<file path="src/rtl/salc_pkg.sv">
// ----------------------------------------------------------------------------
// salc_pkg
// Shared types and constants of the set-associative LRU write-back cache tags.
// ----------------------------------------------------------------------------
`default_nettype none

package salc_pkg;

  localparam int unsigned ADDRESS_W = 48;
  localparam int unsigned MODE_W    = 2;

  typedef enum logic [MODE_W-1:0] {
    MODE_READ   = 2'd0,
    MODE_WRITE  = 2'd1,
    MODE_FILL   = 2'd2,
    MODE_UNUSED = 2'd3
  } mode_t;

  // Flags of one result transaction
  typedef struct packed {
    logic hit;
    logic forward_read;
    logic writeback_valid;
    logic fault;
  } flags_t;

endpackage

`default_nettype wire

</file>
<file path="src/rtl/salc_policy.sv">
// ----------------------------------------------------------------------------
// salc_policy
// Tag compare, hit/allocate decision, true-LRU rank update and victim
// selection for one set row.
// ----------------------------------------------------------------------------
`default_nettype none

module salc_policy #(
  parameter int unsigned WAYS      = 8,
  parameter int unsigned ADDR_BITS = 48,
  parameter int unsigned TAG_SHIFT = 16,
  parameter int unsigned RANK_W    = 3
) (
  input  var salc_pkg::mode_t                   mode,
  input  wire logic [ADDR_BITS-1:0]             addr,
  input  wire logic [WAYS-1:0]                  way_valid,
  input  wire logic [WAYS-1:0]                  way_dirty,
  input  wire logic [WAYS-1:0][RANK_W-1:0]      way_rank,
  input  wire logic [WAYS-1:0][ADDR_BITS-1:0]   way_addr,
  output salc_pkg::flags_t                      flags,
  output logic [ADDR_BITS-1:0]                  wb_addr,
  output logic                                  update,
  output logic [WAYS-1:0]                       new_valid,
  output logic [WAYS-1:0]                       new_dirty,
  output logic [WAYS-1:0][RANK_W-1:0]           new_rank,
  output logic [WAYS-1:0][ADDR_BITS-1:0]        new_addr
);

  localparam int unsigned WAY_W = (WAYS > 1) ? $clog2(WAYS) : 1;
  localparam int unsigned OLD_W = RANK_W + 1;

  logic [WAYS-1:0]   hit_vec;
  logic              any_hit;
  logic              any_free;
  logic [WAY_W-1:0]  hit_way;
  logic [WAY_W-1:0]  free_way;
  logic [WAY_W-1:0]  victim_way;
  logic [WAY_W-1:0]  target;
  logic [OLD_W-1:0]  old_rank;
  logic              is_read;
  logic              is_write;
  logic              is_fill;
  logic              alloc;

  always_comb begin
    for (int i = 0; i < WAYS; i++) begin
      hit_vec[i] = way_valid[i] && ((way_addr[i] >> TAG_SHIFT) == (addr >> TAG_SHIFT));
    end
  end

  assign any_hit  = |hit_vec;
  assign any_free = ~&way_valid;

  // Lowest-numbered way wins each search
  always_comb begin
    hit_way    = '0;
    free_way   = '0;
    victim_way = '0;
    for (int i = WAYS - 1; i >= 0; i--) begin
      if (hit_vec[i]) begin
        hit_way = WAY_W'(i);
      end
      if (!way_valid[i]) begin
        free_way = WAY_W'(i);
      end
      // In a full set the ranks are distinct; the oldest holds WAYS-1
      if (way_rank[i] == RANK_W'(WAYS - 1)) begin
        victim_way = WAY_W'(i);
      end
    end
  end

  assign is_read  = (mode == salc_pkg::MODE_READ);
  assign is_write = (mode == salc_pkg::MODE_WRITE);
  assign is_fill  = (mode == salc_pkg::MODE_FILL);
  assign alloc    = !any_hit && (is_write || is_fill);
  assign update   = (any_hit && (is_read || is_write)) || alloc;

  always_comb begin
    priority if (any_hit) begin
      target   = hit_way;
      old_rank = OLD_W'(way_rank[hit_way]);
    end else if (any_free) begin
      target   = free_way;
      old_rank = OLD_W'(WAYS);
    end else begin
      target   = victim_way;
      old_rank = OLD_W'(way_rank[victim_way]);
    end
  end

  always_comb begin
    new_valid = way_valid;
    new_dirty = way_dirty;
    new_rank  = way_rank;
    new_addr  = way_addr;
    for (int i = 0; i < WAYS; i++) begin
      if (way_valid[i] && (OLD_W'(way_rank[i]) < old_rank)) begin
        new_rank[i] = way_rank[i] + RANK_W'(1);
      end
    end
    new_rank[target]  = '0;
    new_valid[target] = 1'b1;
    new_addr[target]  = addr;
    new_dirty[target] = any_hit ? (way_dirty[target] | is_write) : is_write;
  end

  always_comb begin
    flags.hit             = any_hit && (is_read || is_write || is_fill);
    flags.forward_read    = !any_hit && is_read;
    flags.writeback_valid = alloc && !any_free && way_dirty[victim_way];
    flags.fault           = any_hit && is_fill;
    wb_addr = flags.writeback_valid ? way_addr[victim_way] : '0;
  end

endmodule

`default_nettype wire
</file>
<file path="config.mk">
export PLATFORM = sky130hd
export DESIGN_NAME = salc_policy
export DESIGN_NICKNAME = d
export VERILOG_FILES = /design/src/rtl/salc_pkg.sv /design/src/rtl/salc_policy.sv
export SDC_FILE = /design/constraint.sdc
export NUM_CORES = 1
export LEC_CHECK = 0
export ABC_AREA = 0
export BUFFER_PORTS_ARGS = -buffer_cell sky130_fd_sc_hd__buf_2
export CORE_AREA = 2 2 374 376
export DETAILED_ROUTE_END_ITERATION = 8
export DIE_AREA = 0 0 376 378
export GPL_ROUTABILITY_DRIVEN = 0
export PLACE_DENSITY = 0.37
export SLEW_MARGIN = 15
export SYNTH_ARGS = -nofsm -noshare
export SYNTH_HDL_FRONTEND = slang
export SYNTH_SLANG_ARGS = --single-unit
</file>
<file path="constraint.sdc">
create_clock -name vclk -period 11.2
set_clock_uncertainty 0.1 [all_clocks]
set_input_delay 2.24 -clock vclk [all_inputs]
set_output_delay 2.24 -clock vclk [all_outputs]
set_load 0.05 [all_outputs]
</file>
After elaboration in Yosys (flattened, before gate mapping)
Cells that the tools add are included.
Word-level totals
  register bits: 0
  input bits: 474
Cells by class
  add/sub/neg operators: 8
  magnitude comparators: 12
  equality and inequality tests: 18
  muxes and demuxes: 56
  bitwise gates (word level): 4
  reductions and logical operators: 32
Operator list (number)
  $bwmux 384: 1
  $eq 32x32->1: 8
  $bmux 48 s3: 1
  $demux 48 s3: 1
  $mux 48: 3
  $mux 3: 37
  $lt 3x4->1: 8
  $add 3x1->3 const B: 8
  $and 24x24->24: 1
  $eq 3x3->1 const B: 8
  $logic_and 1x1->1: 24
  $not 24->24: 1
  $bmux 3 s3: 2
  $lt 3x4->1 const B: 3
  $demux 3 s3: 1
  $bwmux 8: 1
  $mux 4: 2
  $or 8x8->8: 1
  $reduce_and 8->1: 1
  $reduce_or 8->1: 1
  $bmux 1 s3: 2
  $logic_or 1x1->1: 4
  $mux 1: 4
  $demux 1 s3: 1
  other kinds (6): 6

Logic depth before layout (Yosys ltp)
  depth in word-level cells: 17
  gate-level depth with buffers: 22
  gate-level depth less buffers: 19

Least setup slack after synthesis
Ideal clock, no wire load.
  path kind: in2out
  start: input port addr[30]
  end: output port new_rank[22] (netlist name)
  arrival: 6.666 ns
  required time: 8.860 ns
  slack: 2.194 ns
  stages: 18
  path buffers: 1
  cells stage by stage: buf_2 > xor2_1 > nor4_1 > nand4_1 > or4_1 > o21ai_0 > a22o_1 > mux2_2 > a211o_1 > a21oi_1 > ha_1 > nor2_1 > o211ai_1 > o21ai_0 > a31oi_1 > a21boi_1 > nor2_1 > mux2i_1
RTL lines
  start: declaration: line salc_policy.sv:15  | input wire logic [ADDR_BITS-1:0] addr,
  end: declaration: line salc_policy.sv:25  | output logic [WAYS-1:0][RANK_W-1:0] new_rank,

==> qor.csv <==
metric;value;unit
cts_setup_buffers;0;
cp-end-kind;output port;
holdBufCountCts;0;
drt_iter0_drc;2363;
crit_path_start_kind;input pin;
portBuffers;951;
hold_path_class;in2out;
vias;22430;
synth_area_leaders;nand2_1, mux2_2, xor2_1, nand3_1, nor4_1;
status;complete, no violations;
pre_cts_ws;0.9326;ns
routedWlPerCell;32.89;um
worstMarginPinSlew;1.021;ns
grt_pass1_wl;207200;um
wl;165000;um
syn2layout_area_growth;47.18;%
synth_fa_ha_area_frac;0.02476;
track_usage;0.2171;
ff_latch_area;0;um^2
setup_viol;0;
relSlewSlack;0.3145;
power.leakage;9.959;nW
cts_resized;0;
grt_overflow_total;0;
layout_common_cells;buf_2, nand2_1, nand3_1, mux2_2, xor2_1;
antenna_found_initial;53;
syn_area;14150;um^2
io_pins;951;
crit_arrival;7.76;ns
synth-xor-area-share;0.1609;
cp_num_buf_inv;3;
drive_gt1_frac;0.4040;
period_minus_slack;10.10;ns
slowest_delay;0.61;ns
route.met2.wl;76630;um
hold_viol_final;0;
path_max_fanout;13;
rows;137;
dr.pass1.iters;6;
dr.max_layer_used;met5;
syn-num-nets;2898;
yosysUniqueCellTypes;70;
wl_met1;72300;um
clockBufferCount;0;
fmax;0.09897;GHz
via_per_inst;4.470;
synth_cells;2396;
crit_type;in2out;
crit_cells;18;
ys_seq_area_frac;0;
synth_mux_area_frac;0.2123;
synth_top_area_cell;nand2_1;
ir_drop;0.03528;mV
die_area;142100;um^2
final_common_cell;buf_2;
syn_avg_cell_area;5.906;um^2
cp_slowest_cell;or4_1;
synth_top_family_by_area;simple AND/OR/NAND/NOR gates;
placed_cell_area;20780;um^2
seq_cell_count;0;
ys_warn_count;0;
cpLargestDelayFamily;compound AO/OA/AOI/OAI gates;
drv_slew;0;
dp_cells;5000;
layout.nets;3697;
finalSetupTns;0;ns
core_area;138500;um^2
grt_max_degree;82;
synth_top_area_share;0.2252;
hold_depth;4;
setup_slack;1.096;ns
die_y;378;um
path_cells;buf_2 > xor2_1 > nor4_1 > nand4_1 > or4_1 > o21ai_0 > a22o_1 > mux2_2 > a211o_1 > a21oi_1 > buf_4 > ha_1 > o21ai_0 > a31oi_1 > a221oi_2 > xnor2_1 > nor2_1 > buf_2;
dp_hpwl;139400;um
synth_simple_gate_area_frac;0.4587;
required;8.86;ns
die_x;376;um
powerDensity;72.98;nW/um^2
start_util;0.1022;
synth-compound-area-share;0.06861;
final_area;20830;um^2
met3_length;11870;um
antenna_left;0;
fin_cells;5017;
drv_cap;0;
grt_pass1_vias;20670;
drc;0;
period_share;0.9021;
rsz0062_at_grt;false;
-- worst min-delay path: stages --
cell	delay [ns]
buf_2	0.10
nand2_1	0.05
nand2_1	0.04
buf_2	0.20
-- metal layers --
metal,global-route usage,vias up
met2,0.3608,1305
met1,0.2912,11110
met4,0.04649,20
met5,0,-
met3,0.03833,188
li1,-,9800
-- logic make-up after synthesis --
| kind of cell | count (synthesis) |
|---|---|
| xor+xnor | 260 |
| buf+inv | 236 |
| mux | 269 |
| simple gates | 1451 |
| fa+ha+maj | 28 |
| compound gates | 152 |
-- power breakdown --
part           internal [mW]  switching, mW
registers                  0              0
clock network   0.0000000859              0
logic                  0.371           1.15
total                  0.371           1.15
-- worst paths after layout --
kind           from       endpoint  slack [ns]
max        addr[17]   new_rank[18]        1.10
min   way_addr[292]  new_addr[292]        4.78
-- Yosys cell counts (all sizes together), types with 5 or more instances --
library cell,n
o31ai,5
a211oi,5
nand2b,10
nand3,320
clkbuf,99
mux2,246
xnor2,61
nor3,30
xor2,199
o211ai,9
nand2,849
nand4b,7
ha,28
or2,8
a31oi,11
o21ai,29
nor4,92
a21oi,61
inv,25
or4,11
mux2i,23
buf,112
nand4,33
nor2,58
-- area by class of cell --
type | count | area [um^2]
Tap cell | 1807 | 2261
Fill cell | 16460 | 117700
Antenna cell | 17 | 42.54
Multi-Input combinational cell | 2160 | 13180
Timing Repair Buffer | 1008 | 5250
Inverter | 25 | 93.84
-- per-stage QoR --
| step | hold slack [ns] | power, mW | utilization |
|---|---|---|---|
| floorplan | 4.626 | 0.9019 | - |
| global placement | 4.777 | 1.509 | 0.1500 |
| detailed placement | 4.777 | 1.509 | 0.1501 |
| CTS | 4.779 | 1.513 | 0.1501 |
| global route | 4.789 | 1.582 | 0.1502 |
| finish | 4.777 | 1.520 | 0.1504 |
(Power assumes the default switching activity.)
